==> src/design/sach_pkg.sv <==
// ----------------------------------------------------------------------------
// sach_pkg
// shared types and constants for the set-associative tag lookup block
// ----------------------------------------------------------------------------
`default_nettype none
package sach_pkg;
    localparam int MaxSets   = 64;
    localparam int MaxWays   = 8;
    localparam int SetBits   = 6;
    localparam int WayBits   = 3;
    localparam int AddrBits  = 32;
    localparam int QueueDepth = 2;

    typedef struct packed {
        logic                is_write;
        logic [AddrBits-1:0] address;
    } req_t;

    typedef struct packed {
        logic               hit;
        logic [WayBits-1:0] way;
        logic [31:0]        hit_total;
        logic [31:0]        miss_total;
        logic [31:0]        read_total;
        logic [31:0]        write_total;
    } resp_t;

    typedef enum logic [1:0] {
        ST_IDLE,
        ST_LOOKUP,
        ST_UPDATE,
        ST_SEND
    } back_state_t;

    localparam logic [1:0] REG_SETS = 2'd0;
    localparam logic [1:0] REG_WAYS = 2'd1;
endpackage
`default_nettype wire

==> src/design/sach_front.sv <==
// ----------------------------------------------------------------------------
// sach_front
// accepts requests and queues them for the back end
// ----------------------------------------------------------------------------
`default_nettype none
module sach_front
(
    input  wire logic          clk,
    input  wire logic          rst_n,
    input  wire logic          in_valid,
    output logic               in_ready,
    input  wire sach_pkg::req_t in_req,
    output logic               q_valid,
    input  wire logic          q_ready,
    output sach_pkg::req_t     q_req
);
    import sach_pkg::*;

    req_t       slot_reg [QueueDepth];
    logic [1:0] count_reg, count_next;
    logic       wptr_reg, rptr_reg;
    logic       push, pop;

    assign in_ready = (count_reg != 2'(QueueDepth));
    assign q_valid  = (count_reg != 2'd0);
    assign q_req    = slot_reg[rptr_reg];
    assign push     = in_valid && in_ready;
    assign pop      = q_valid && q_ready;

    always_comb
    begin
        count_next = count_reg;
        if (push && !pop)
        begin
            count_next = count_reg + 2'd1;
        end
        else if (pop && !push)
        begin
            count_next = count_reg - 2'd1;
        end
    end

    always_ff @(posedge clk or negedge rst_n)
    begin
        if (!rst_n)
        begin
            count_reg <= 2'd0;
            wptr_reg  <= 1'b0;
            rptr_reg  <= 1'b0;
        end
        else
        begin
            count_reg <= count_next;
            if (push)
            begin
                wptr_reg <= ~wptr_reg;
            end
            if (pop)
            begin
                rptr_reg <= ~rptr_reg;
            end
        end
    end

    always_ff @(posedge clk)
    begin
        if (push)
        begin
            slot_reg[wptr_reg] <= in_req;
        end
    end
endmodule
`default_nettype wire

==> config.mk <==
export PLATFORM = sky130hd
export DESIGN_NAME = sach_front
export DESIGN_NICKNAME = d
export VERILOG_FILES = /design/src/design/sach_pkg.sv /design/src/design/sach_front.sv
export SDC_FILE = /design/constraint.sdc
export NUM_CORES = 1
export LEC_CHECK = 0
export BUFFER_PORTS_ARGS = -buffer_cell sky130_fd_sc_hd__buf_2
export CORE_ASPECT_RATIO = 1.2
export CORE_UTILIZATION = 55
export CTS_CLUSTER_SIZE = 30
export DETAILED_ROUTE_END_ITERATION = 8
export PLACE_DENSITY = 0.86
export SYNTH_ARGS = -nofsm -noshare
export SYNTH_HDL_FRONTEND = slang
export SYNTH_SLANG_ARGS = --single-unit
==> constraint.sdc <==
create_clock -name clk -period 6.8 [get_ports clk]
set_clock_uncertainty 0.05 [all_clocks]
set_input_delay 0.68 -clock clk [delete_from_list [all_inputs] [get_ports clk]]
set_output_delay 0.68 -clock clk [all_outputs]
set_load 0.005 [all_outputs]
==> metrics.md, run 1 <==
| Metric | Value |
|---|---|
| Root cell of the clock tree | `clkbuf_8` |
| # Post-CTS Setup Buffers | `0` |
| Minimum clock period | `2.68 ns` |
| Initial core utilization | `58.5%` |
| WP data arrival | `1.95 ns` |
| Vias | `1344` |
| R2R cell count | `3` |
| CTS tree | `yes` |
| Antenna viol nets, final | `0` |
| # fillers | `327` |
| Post-CTS sizing | `0` |
| Vias in the first global route | `1460` |
| # DRC | `0` |
| Post-DR wirelength/cell | `16.8 um` |
| Worst min path class | `primary input to asynchronous set/reset pin` |
| CP endpoint kind | `output port` |
| M3 GR Usage | `3.74%` |
| Worst Setup Start Kind | `register` |
| Clk slew on worst S/H paths | `0.07 ns` |
| Met2 track demand over resource | `31.5%` |
| Hpwl dp | `3.01 mm` |
| Pre-CTS WS | `4.49 ns` |
| Average size of a mapped cell | `22.5 sq um` |
| Synthesized Nets | `159` |
| Die W | `66.3 um` |
| Detailed Route WL | `4.43 mm` |
| Final setup vio count | `0` |
| Cell variety after synth | `15` |
| Total CTS buffers | `9` |
| Ratio of cells with drive above 1 in the final layout | `57.6%` |
| Global route hottest layer | `met2` |
| Share of the synthesized area in the top cell type | `72.7%` |
| Largest area contributor in the netlist | `edfxtp_1` |
| Most common cell in the netlist | `edfxtp_1` |
| Peak supply drop | `349 uV` |
| Tot GR Track Use | `18.7%` |
| Reg2reg start | `count_reg[0]` |
| # H-tree levels | `3` |
| Final-report hold violation count | `0` |
| Max_cap viols | `0` |
| Iter 0 DRT Violations | `64` |
| Largest cells by area after synthesis | `edfxtp_1 (73%), mux2_4 (16%), dfrtp_1 (3.7%)` |
| Slew margin rel. | `31.6%` |
| Die Y | `79.1 um` |
| R2R Path End | `slot_reg[1][22]` |
| Port Buf Inserts | `71` |
| Pleak | `1.33 nW` |
| Core outline area | `4660 sq um` |
| Clock sink total | `70` |
| Initial antenna violation count | `0` |
| Worst-margin pin slew | `1.03 ns` |
| First drt pass iteration count | `4` |
| Max FFs per register | `66` |
| Status | `finished, final reports clean` |
| Vias per cell | `5.11` |
| Post-synthesis sequential area ratio | `76.3%` |
| Asr flop ratio synth | `5.71%` |
| Hold-fix buffers, CTS | `0` |
| Mapped Cells | `121` |
| Rows | `27` |
| Pins Over Slew Limit | `0` |
| Multi-input logic area | `578 sq um` |
| Pwr Density | `411 nW/um^2` |
| First-pass GRT wire length | `6.71 mm` |
| Post-synth EDFFs | `66` |
| Maximum buffer depth of the clock tree | `2` |
| Synth warn | `0` |
| FF+latch count, synth | `70` |
| WS Path Type | `register to output port` |
| Max Fclk | `0.374 GHz` |
| Placer Congestion | `0.650` |
| CP Capture Point | `q_req[26]` |
| RSZ-0062 raised after global routing | `false` |
| Reg2Reg Setup Slack | `4.73 ns` |
| Synth Cell Area | `2730 sq um` |
| Crit. Startpoint | `rptr_reg` |
| Largest net degree at the start of global routing | `35` |
| Skew-Pair Late Insertion Delay | `0.32 ns` |
| Period utilization | `39.4%` |
| Flip-flop and latch area | `2080 sq um` |
| Synth-to-Final Area Change | `19.6%` |
| Predominant post-synthesis flop cell | `edfxtp_1` |
| Ant. Diodes | `0` |
| Setup slack after layout | `4.12 ns` |
| # IOs | `72` |
| GRT overflow | `0` |
| GR met1 Demand/Resource | `20.9%` |
| Post-synth top cells | `edfxtp_1 (66), mux2_4 (29), dfrtp_1 (4), mux2_2 (4)` |
| Final #Nets | `238` |
| Die area | `5250 sq um` |
| WP data required | `6.07 ns` |
| Sum of negative setup slack | `0 ns` |
| CP max FO | `34` |
[metrics by stage]
stage | area, sq um | power, W | cells | hold WS [ns] | util [%]
2_1_floorplan | 2730 | 0.000959 | 121 | 0.334 | -
3_3_place_gp | 3100 | 0.00105 | 247 | 0.422 | 66.5
3_5_place_dp | 3100 | 0.00108 | 247 | 0.454 | 66.5
4_1_cts | 3260 | 0.00136 | 263 | 0.0937 | 70.0
5_1_grt | 3260 | 0.00141 | 263 | 0.0926 | 70.0
6_report | 3260 | 0.00134 | 263 | 0.106 | 70.0
[placed cells by master, fill, tap and decap left out, types with 2 or more instances in the layout]
cell type / synthesis / final
xor2_1: 2 / 2
nand2_1: 2 / 2
clkbuf_8: 0 / 10
buf_2: 0 / 71
edfxtp_1: 66 / 66
mux2_4: 29 / 29
dfrtp_1: 4 / 3
clkbuf_1: 0 / 5
mux2_2: 4 / 4
xnor2_1: 3 / 3
[final cells by class]
type / instances / area share [%]
Sequential cell: 70 / 63.9
Multi-Input combinational cell: 46 / 17.7
Timing Repair Buffer: 72 / 11.1
Clock buffer: 15 / 4.79
Tap cell: 58 / 2.22
Clock inverter: 1 / 0.153
Inverter: 1 / 0.115
[report_power, final]
group          total (W)  internal (W)  switching, W
sequential      0.000680      0.000593     0.0000873
combinational   0.000386      0.000238      0.000148
clock           0.000274      0.000143      0.000132
[cell families after synthesis]
logic type	count (synthesis)	share of synthesized area [%]
XOR/XNOR	5	1.61
adder cells (fa/ha/maj)	1	0.459
buffers and inverters	5	2.75
flip-flops	70	76.3
multiplexers	33	17.6
AND/OR/NAND/NOR	7	1.24
[how the worst min path moves through the flow]
stage	to	cells past startpoint	slack, ns
after floorplan	count_reg[0]	0	0.33
after global placement	count_reg[1]	1	0.42
after detailed placement	wptr_reg	1	0.45
after CTS	count_reg[0]	1	0.09
after global routing	count_reg[0]	1	0.09
final	count_reg[0]	1	0.11
[metal layers]
layer	wire length [um]	vias to the layer above	part of all wire (%)
li1	-	626	-
met1	1660	653	37
met2	2450	54	55
met3	197	11	4.5
met4	122	0	2.8
met5	0	-	0
[critical path: stages (launching register included)]
cell and delay (ns):
dfrtp_2 1.04, mux2_2 0.42, buf_2 0.13
Note: power is estimated with default switching activity, not from simulation.
==> run 2: changes to the inputs <==
--- a/config.mk
+++ b/config.mk
@@ -7,10 +7,10 @@
 export LEC_CHECK = 0
 export BUFFER_PORTS_ARGS = -buffer_cell sky130_fd_sc_hd__buf_2
 export CORE_ASPECT_RATIO = 1.2
-export CORE_UTILIZATION = 55
+export CORE_UTILIZATION = 52
 export CTS_CLUSTER_SIZE = 30
 export DETAILED_ROUTE_END_ITERATION = 8
-export PLACE_DENSITY = 0.86
+export PLACE_DENSITY = 0.82
 export SYNTH_ARGS = -nofsm -noshare
 export SYNTH_HDL_FRONTEND = slang
 export SYNTH_SLANG_ARGS = --single-unit
==> constraint.sdc (replaced) <==
create_clock -name clk -period 2.8 [get_ports clk]
set_clock_uncertainty 0.05 [all_clocks]
set_input_delay 0.28 -clock clk [delete_from_list [all_inputs] [get_ports clk]]
set_output_delay 0.28 -clock clk [all_outputs]
set_load 0.005 [all_outputs]
==> run 2 against run 1 <==
Compared with the run above:
- combinational power grew to 2.6 times the previous value
- cell area is 1.1% higher
- core utilization fell by 3.7 points
- worst setup slack worse by 3.5 ns
- global-route usage shrank 2.0 points
- register-to-register slack worse by 3.8 ns
- sequential power grew 130%
- critical path type unchanged
==> metrics.md, run 2 (synthesis gave the netlist of run 1 again) <==
| Metric | Value |
|---|---|
| Status | `finished, final reports clean (unchanged)` |
| Antenna viol nets, final | `0 (unchanged)` |
| Vias | `1349 (was 1344)` |
| Clock power share | `19.3% (was 20.5%)` |
| Sw Ratio | `27.3% (was 27.4%)` |
| Placer Congestion | `0.618 (was 0.650)` |
| Die area | `5540 sq um (was 5250 sq um)` |
| Core outline area | `4970 sq um (was 4660 sq um)` |
| CP endpoint kind | `output port (unchanged)` |
| Ratio of cells with drive above 1 in the final layout | `58.1% (was 57.6%)` |
| Internal | `0.00235 W (was 0.000973 W)` |
| CTS tree | `yes (unchanged)` |
| Hpwl dp | `3.07 mm (was 3.01 mm)` |
| Root cell of the clock tree | `clkbuf_8 (unchanged)` |
| Reg2reg start | `count_reg[0] (unchanged)` |
| Min-delay src | `in_req[25]` |
| Synth-to-Final Area Change | `20.9% (was 19.6%)` |
| Clk slew on worst S/H paths | `0.06 ns (was 0.07 ns)` |
| Rows | `28 (was 27)` |
| Reg power frac | `49.1% (was 50.7%)` |
| Crit path largest cell delay | `0.72 ns (was 1.04 ns)` |
| R2R Path End | `slot_reg[0][20] (was slot_reg[1][22])` |
| Largest net degree at the start of global routing | `22 (was 35)` |
| Max FFs per register | `66 (unchanged)` |
| Sum of negative setup slack | `0 ns (unchanged)` |
| Post-DR wirelength/cell | `15.8 um (was 16.8 um)` |
| Combinational fraction of design power | `31.6% (was 28.8%)` |
| Design area | `3300 sq um (was 3260 sq um)` |
| Port Buf Inserts | `71 (unchanged)` |
| Ant. Diodes | `0 (unchanged)` |
| CP max-delay cell | `dfrtp_2 (unchanged)` |
| Total CTS buffers | `9 (unchanged)` |
| Tot GR Track Use | `16.7% (was 18.7%)` |
| RSZ-0062 raised after global routing | `false (unchanged)` |
| Worst-margin pin slew | `0.612 ns (was 1.03 ns)` |
| Flip-flop and latch area | `2080 sq um (unchanged)` |
| WP data arrival | `1.82 ns (was 1.95 ns)` |
| Multi-input logic area | `578 sq um (unchanged)` |
| Slew margin rel. | `59.1% (was 31.6%)` |
| Die W | `68.1 um (was 66.3 um)` |
| Clock sink total | `70 (unchanged)` |
| # DRC | `0 (unchanged)` |
| First-pass GRT wire length | `6.26 mm (was 6.71 mm)` |
| Final hold slack | `0.0878 ns (was 0.106 ns)` |
| Peak supply drop | `574 uV (was 349 uV)` |
| Commonest cells after routing, fill and taps aside | `buf_2 (71), edfxtp_1 (66), mux2_4 (29) (unchanged)` |
| Cell Chain, Critical Path | `buf_4 -> mux2_4 -> buf_2 (was mux2_2 -> buf_2)` |
| GRT overflow | `0 (unchanged)` |
| Vias in the first global route | `1364 (was 1460)` |
| Max Fclk | `0.465 GHz` |
| WS Path Type | `register to output port (unchanged)` |
| Period utilization | `76.9%` |
| Worst Setup Start Kind | `register (unchanged)` |
| Final setup vio count | `0 (unchanged)` |
| Initial antenna violation count | `0 (unchanged)` |
| NetSw | `0.000883 W (was 0.000367 W)` |
| Hold EP | `slot_reg[0][25]` |
| Die Y | `81.3 um (was 79.1 um)` |
| Max_cap viols | `0 (unchanged)` |
| Worst min path class | `primary input to register (was primary input to asynchronous set/reset pin)` |
| Minimum clock period | `2.15 ns` |
| Pins Over Slew Limit | `0 (unchanged)` |
| # fillers | `355 (was 327)` |
| Vias per cell | `5.00 (was 5.11)` |
| Iter 0 DRT Violations | `30 (was 64)` |
| # IOs | `72 (unchanged)` |
| CP max FO | `19 (was 34)` |
| Pleak | `1.35 nW (was 1.33 nW)` |
| Pwr Density | `979 nW/um^2 (was 411 nW/um^2)` |
| Final-report hold violation count | `0 (unchanged)` |
| Final #Nets | `244 (was 238)` |
| # H-tree levels | `3 (unchanged)` |
| Hold depth | `1` |
| Initial core utilization | `54.8% (was 58.5%)` |
| Most common cell after layout, fill and taps aside | `buf_2 (unchanged)` |
| First drt pass iteration count | `4 (unchanged)` |
| CP top delay family | `flip-flops (unchanged)` |
| Critical path buffers and inverters | `2 (was 1)` |
| # Post-CTS Setup Buffers | `0 (unchanged)` |
| Maximum buffer depth of the clock tree | `2 (unchanged)` |
| Reg2Reg Setup Slack | `0.92 ns (was 4.73 ns)` |
| R2R cell count | `4 (was 3)` |
| Detailed Route WL | `4.27 mm (was 4.43 mm)` |
| Dpl cell area | `3140 sq um (was 3100 sq um)` |
| Skew-Pair Late Insertion Delay | `0.32 ns (about the same)` |
| WP data required | `2.47 ns (was 6.07 ns)` |
[run 2: cell type report]
type / count / share of cell area (%)
multi-input combinational: 46 / 17.5
timing repair buffer: 78 / 12.4
clock buffer: 12 / 4.10
inverter: 1 / 0.114
sequential: 70 / 63.2
clock inverter: 3 / 0.379
tap: 60 / 2.28
[run 2: stage by stage]
stage / instances / total power [W] / worst slack, ns / utilization (%)
after detailed placement: 254 / 0.00264 / 0.922 / 63.1
after global placement: 254 / 0.00259 / 1.02 / 63.1
after floorplan: 121 / 0.00233 / 0.282 / -
final: 270 / 0.00323 / 0.648 / 66.3
after CTS: 270 / 0.00326 / 0.625 / 66.3
after global routing: 270 / 0.00339 / 0.554 / 66.3
[run 2: how the worst max path moves through the flow]
stage	startpoint	end	slack, ns	depth (start not counted)
finish	rptr_reg	q_req[20]	0.65	3
global placement	rptr_reg	q_req[15]	1.02	3
detailed placement	count_reg[0]	slot_reg[0][14]	0.92	4
CTS	rptr_reg	q_req[20]	0.63	3
floorplan	count_reg[0]	slot_reg[0][0]	0.28	3
global route	rptr_reg	q_req[20]	0.55	3
[run 2: repair_timing]
item                      4_1_cts  5_1_grt
hold buffers                    1        0
hold endpoints to repair        4        0
gates resized for setup         0        0
[run 2: layer usage]
| metal | global-route usage (%) | up-vias | share of wire (%) |
|---|---|---|---|
| li1 | - | 636 | - |
| met3 | 6.60 | 14 | 6.2 |
| met5 | 0 | - | 0 |
| met4 | 9.38 | 0 | 2.7 |
| met2 | 27.3 | 47 | 52 |
| met1 | 18.3 | 652 | 39 |
[run 2: power groups by stage]
| stage | Combinational [W] | Clock [W] | Sequential, W |
|---|---|---|---|
| 6_report | 0.00102 | 0.000624 | 0.00159 |
| 5_1_grt | 0.00111 | 0.000679 | 0.00161 |
| 4_1_cts | 0.00103 | 0.000641 | 0.00159 |
| 3_5_place_dp | 0.00103 | 0 | 0.00161 |
| 3_3_place_gp | 0.00100 | 0 | 0.00158 |
| 2_1_floorplan | 0.000810 | 0 | 0.00152 |
[run 2: worst register-to-register path: stages (launching register included)]
cell,delay (ns)
dfrtp_1,0.43
nand2b_1,0.17
nand2_1,0.14
nor2_4,0.51
buf_4,0.29
==> run 3: changes to the inputs <==
==> constraint.sdc (replaced) <==
create_clock -name clk -period 2.15 [get_ports clk]
set_clock_uncertainty 0.05 [all_clocks]
set_input_delay 0.215 -clock clk [delete_from_list [all_inputs] [get_ports clk]]
set_output_delay 0.215 -clock clk [all_outputs]
set_load 0.005 [all_outputs]
==> run 3 against run 2 <==
Compared with the run above:
- via count up 0.15%
- sequential cell count unchanged
- critical path depth unchanged
- critical endpoint is now q_req[19]
- largest power group unchanged
- highest routed layer unchanged
==> metrics.md, run 3 (synthesis gave the netlist of run 1 again) <==
| Metric | Value |
|---|---|
| Status | `finished, final reports clean (unchanged)` |
| Final-report hold violation count | `0 (unchanged)` |
| Sum of negative setup slack | `0 ns (unchanged)` |
| First-pass GRT wire length | `6.41 mm (was 6.26 mm)` |
| Pins Over Slew Limit | `0 (unchanged)` |
| Rows | `28 (unchanged)` |
| # H-tree levels | `3 (unchanged)` |
| GRT overflow | `0 (unchanged)` |
| Hold-fix buffers, CTS | `1 (unchanged)` |
| Iter 0 DRT Violations | `33 (was 30)` |
| Max Fclk | `0.553 GHz` |
| Initial antenna violation count | `0 (unchanged)` |
| WP data arrival | `1.54 ns (was 1.82 ns)` |
| Vias | `1351 (was 1349)` |
| Slew margin rel. | `83.0% (was 59.1%)` |
| Post-CTS sizing | `0 (unchanged)` |
| CP max-delay cell | `dfrtp_2 (unchanged)` |
| Reg2Reg Setup Slack | `0.53 ns (was 0.92 ns)` |
| RSZ-0062 raised after global routing | `false (unchanged)` |
| Vias per cell | `5.00 (about the same)` |
| Period utilization | `84.2%` |
| Initial core utilization | `54.8% (unchanged)` |
| Ratio of cells with drive above 1 in the final layout | `58.1% (unchanged)` |
| CP endpoint kind | `output port (unchanged)` |
| Vias in the first global route | `1395 (was 1364)` |
| Cell Chain, Critical Path | `buf_12 -> mux2_4 -> buf_2 (was buf_4 -> mux2_4 -> buf_2)` |
| Tot GR Track Use | `17.2% (was 16.7%)` |
| R2R Path End | `count_reg[1] (was slot_reg[0][20])` |
| Peak supply drop | `871 uV (was 574 uV)` |
| CTS tree | `yes (unchanged)` |
| Final setup vio count | `0 (unchanged)` |
| Commonest cells after routing, fill and taps aside | `buf_2 (71), edfxtp_1 (66), mux2_4 (29) (unchanged)` |
| Placer Congestion | `0.716 (was 0.618)` |
| Skew-Pair Late Insertion Delay | `0.33 ns (was 0.32 ns)` |
| Max_cap viols | `0 (unchanged)` |
| Crit path largest cell delay | `0.48 ns (was 0.72 ns)` |
| Worst Setup Start Kind | `register (unchanged)` |
| CP max FO | `28 (was 19)` |
| Max FFs per register | `66 (unchanged)` |
| Most common cell after layout, fill and taps aside | `buf_2 (unchanged)` |
| Maximum buffer depth of the clock tree | `2 (unchanged)` |
| Port Buf Inserts | `71 (unchanged)` |
| Synth-to-Final Area Change | `22.3% (was 20.9%)` |
| Hold EP | `slot_reg[1][20] (was slot_reg[0][25])` |
| # DRC | `0 (unchanged)` |
| # IOs | `72 (unchanged)` |
| WS Path Type | `register to output port (unchanged)` |
| Detailed Route WL | `4.25 mm (was 4.27 mm)` |
| Worst-margin pin slew | `0.254 ns (was 0.612 ns)` |
| Pwr Density | `1310 nW/um^2 (was 979 nW/um^2)` |
| Antenna viol nets, final | `0 (unchanged)` |
| Die W | `68.1 um (unchanged)` |
| CP top delay family | `flip-flops (unchanged)` |
| Final #Nets | `244 (unchanged)` |
| Critical path buffers and inverters | `2 (unchanged)` |
| Ant. Diodes | `0 (unchanged)` |
| # fillers | `341 (was 355)` |
| Largest net degree at the start of global routing | `29 (was 22)` |
| # Post-CTS Setup Buffers | `0 (unchanged)` |
| Minimum clock period | `1.81 ns` |
| First drt pass iteration count | `4 (unchanged)` |
| Min-delay src | `in_req[20] (was in_req[25])` |
| Reg2reg start | `count_reg[0] (unchanged)` |
| Die Y | `81.3 um (unchanged)` |
| Root cell of the clock tree | `clkbuf_8 (unchanged)` |
| Clk slew on worst S/H paths | `0.06 ns (about the same)` |
| R2R cell count | `7 (was 4)` |
| Worst min path class | `primary input to register (unchanged)` |
| Post-DR wirelength/cell | `15.7 um (was 15.8 um)` |
| Clock sink total | `70 (unchanged)` |
| Pleak | `1.37 nW (was 1.35 nW)` |
| Hpwl dp | `3.10 mm (was 3.07 mm)` |
| Core outline area | `4970 sq um (unchanged)` |
| Total CTS buffers | `9 (unchanged)` |
| Hold depth | `1 (unchanged)` |
| WP data required | `1.88 ns (was 2.47 ns)` |
| Tot Pwr | `0.00436 W (was 0.00323 W)` |
| Die area | `5540 sq um (unchanged)` |
run 3: how the worst max path moves through the flow:
stage	from	to	slack, ns	cells past startpoint
detailed placement	count_reg[0]	count_reg[1]	0.56	6
finish	rptr_reg	q_req[19]	0.34	3
global route	rptr_reg	q_req[8]	0.29	3
global placement	count_reg[0]	count_reg[1]	0.66	7
floorplan	count_reg[0]	slot_reg[0][0]	0.17	3
CTS	rptr_reg	q_req[17]	0.32	3
run 3: per-layer routing:
layer	routed length, um	up-vias	GRT usage (%)
met5	0	-	0
met4	108	0	11.3
met3	252	10	4.35
met2	2360	47	29.6
met1	1520	655	18.1
li1	-	639	-
run 3: layout make-up:
| class | count | area (sq um) | area share [%] |
|---|---|---|---|
| Sequential cell | 70 | 2080 | 62.5 |
| Multi-Input combinational cell | 46 | 578 | 17.3 |
| Timing Repair Buffer | 78 | 423 | 12.7 |
| Clock buffer | 13 | 139 | 4.16 |
| Tap cell | 60 | 75.1 | 2.25 |
| Clock inverter | 2 | 33.8 | 1.01 |
| Inverter | 1 | 3.75 | 0.113 |
run 3: power breakdown:
group          internal [W]  switching (W)
Sequential          0.00187       0.000134
Clock              0.000527       0.000409
Combinational      0.000800       0.000612
run 3: through the flow:
stage	cells	area (sq um)	worst slack, ns	util [%]	hold slack [ns]
finish	270	3340	0.341	67.1	0.0197
CTS	270	3340	0.318	67.1	0.00205
detailed placement	254	3150	0.558	63.4	-0.0209
floorplan	121	2730	0.174	-	-0.131
global placement	254	3150	0.655	63.4	-0.0320
global route	270	3340	0.292	67.1	0.00582
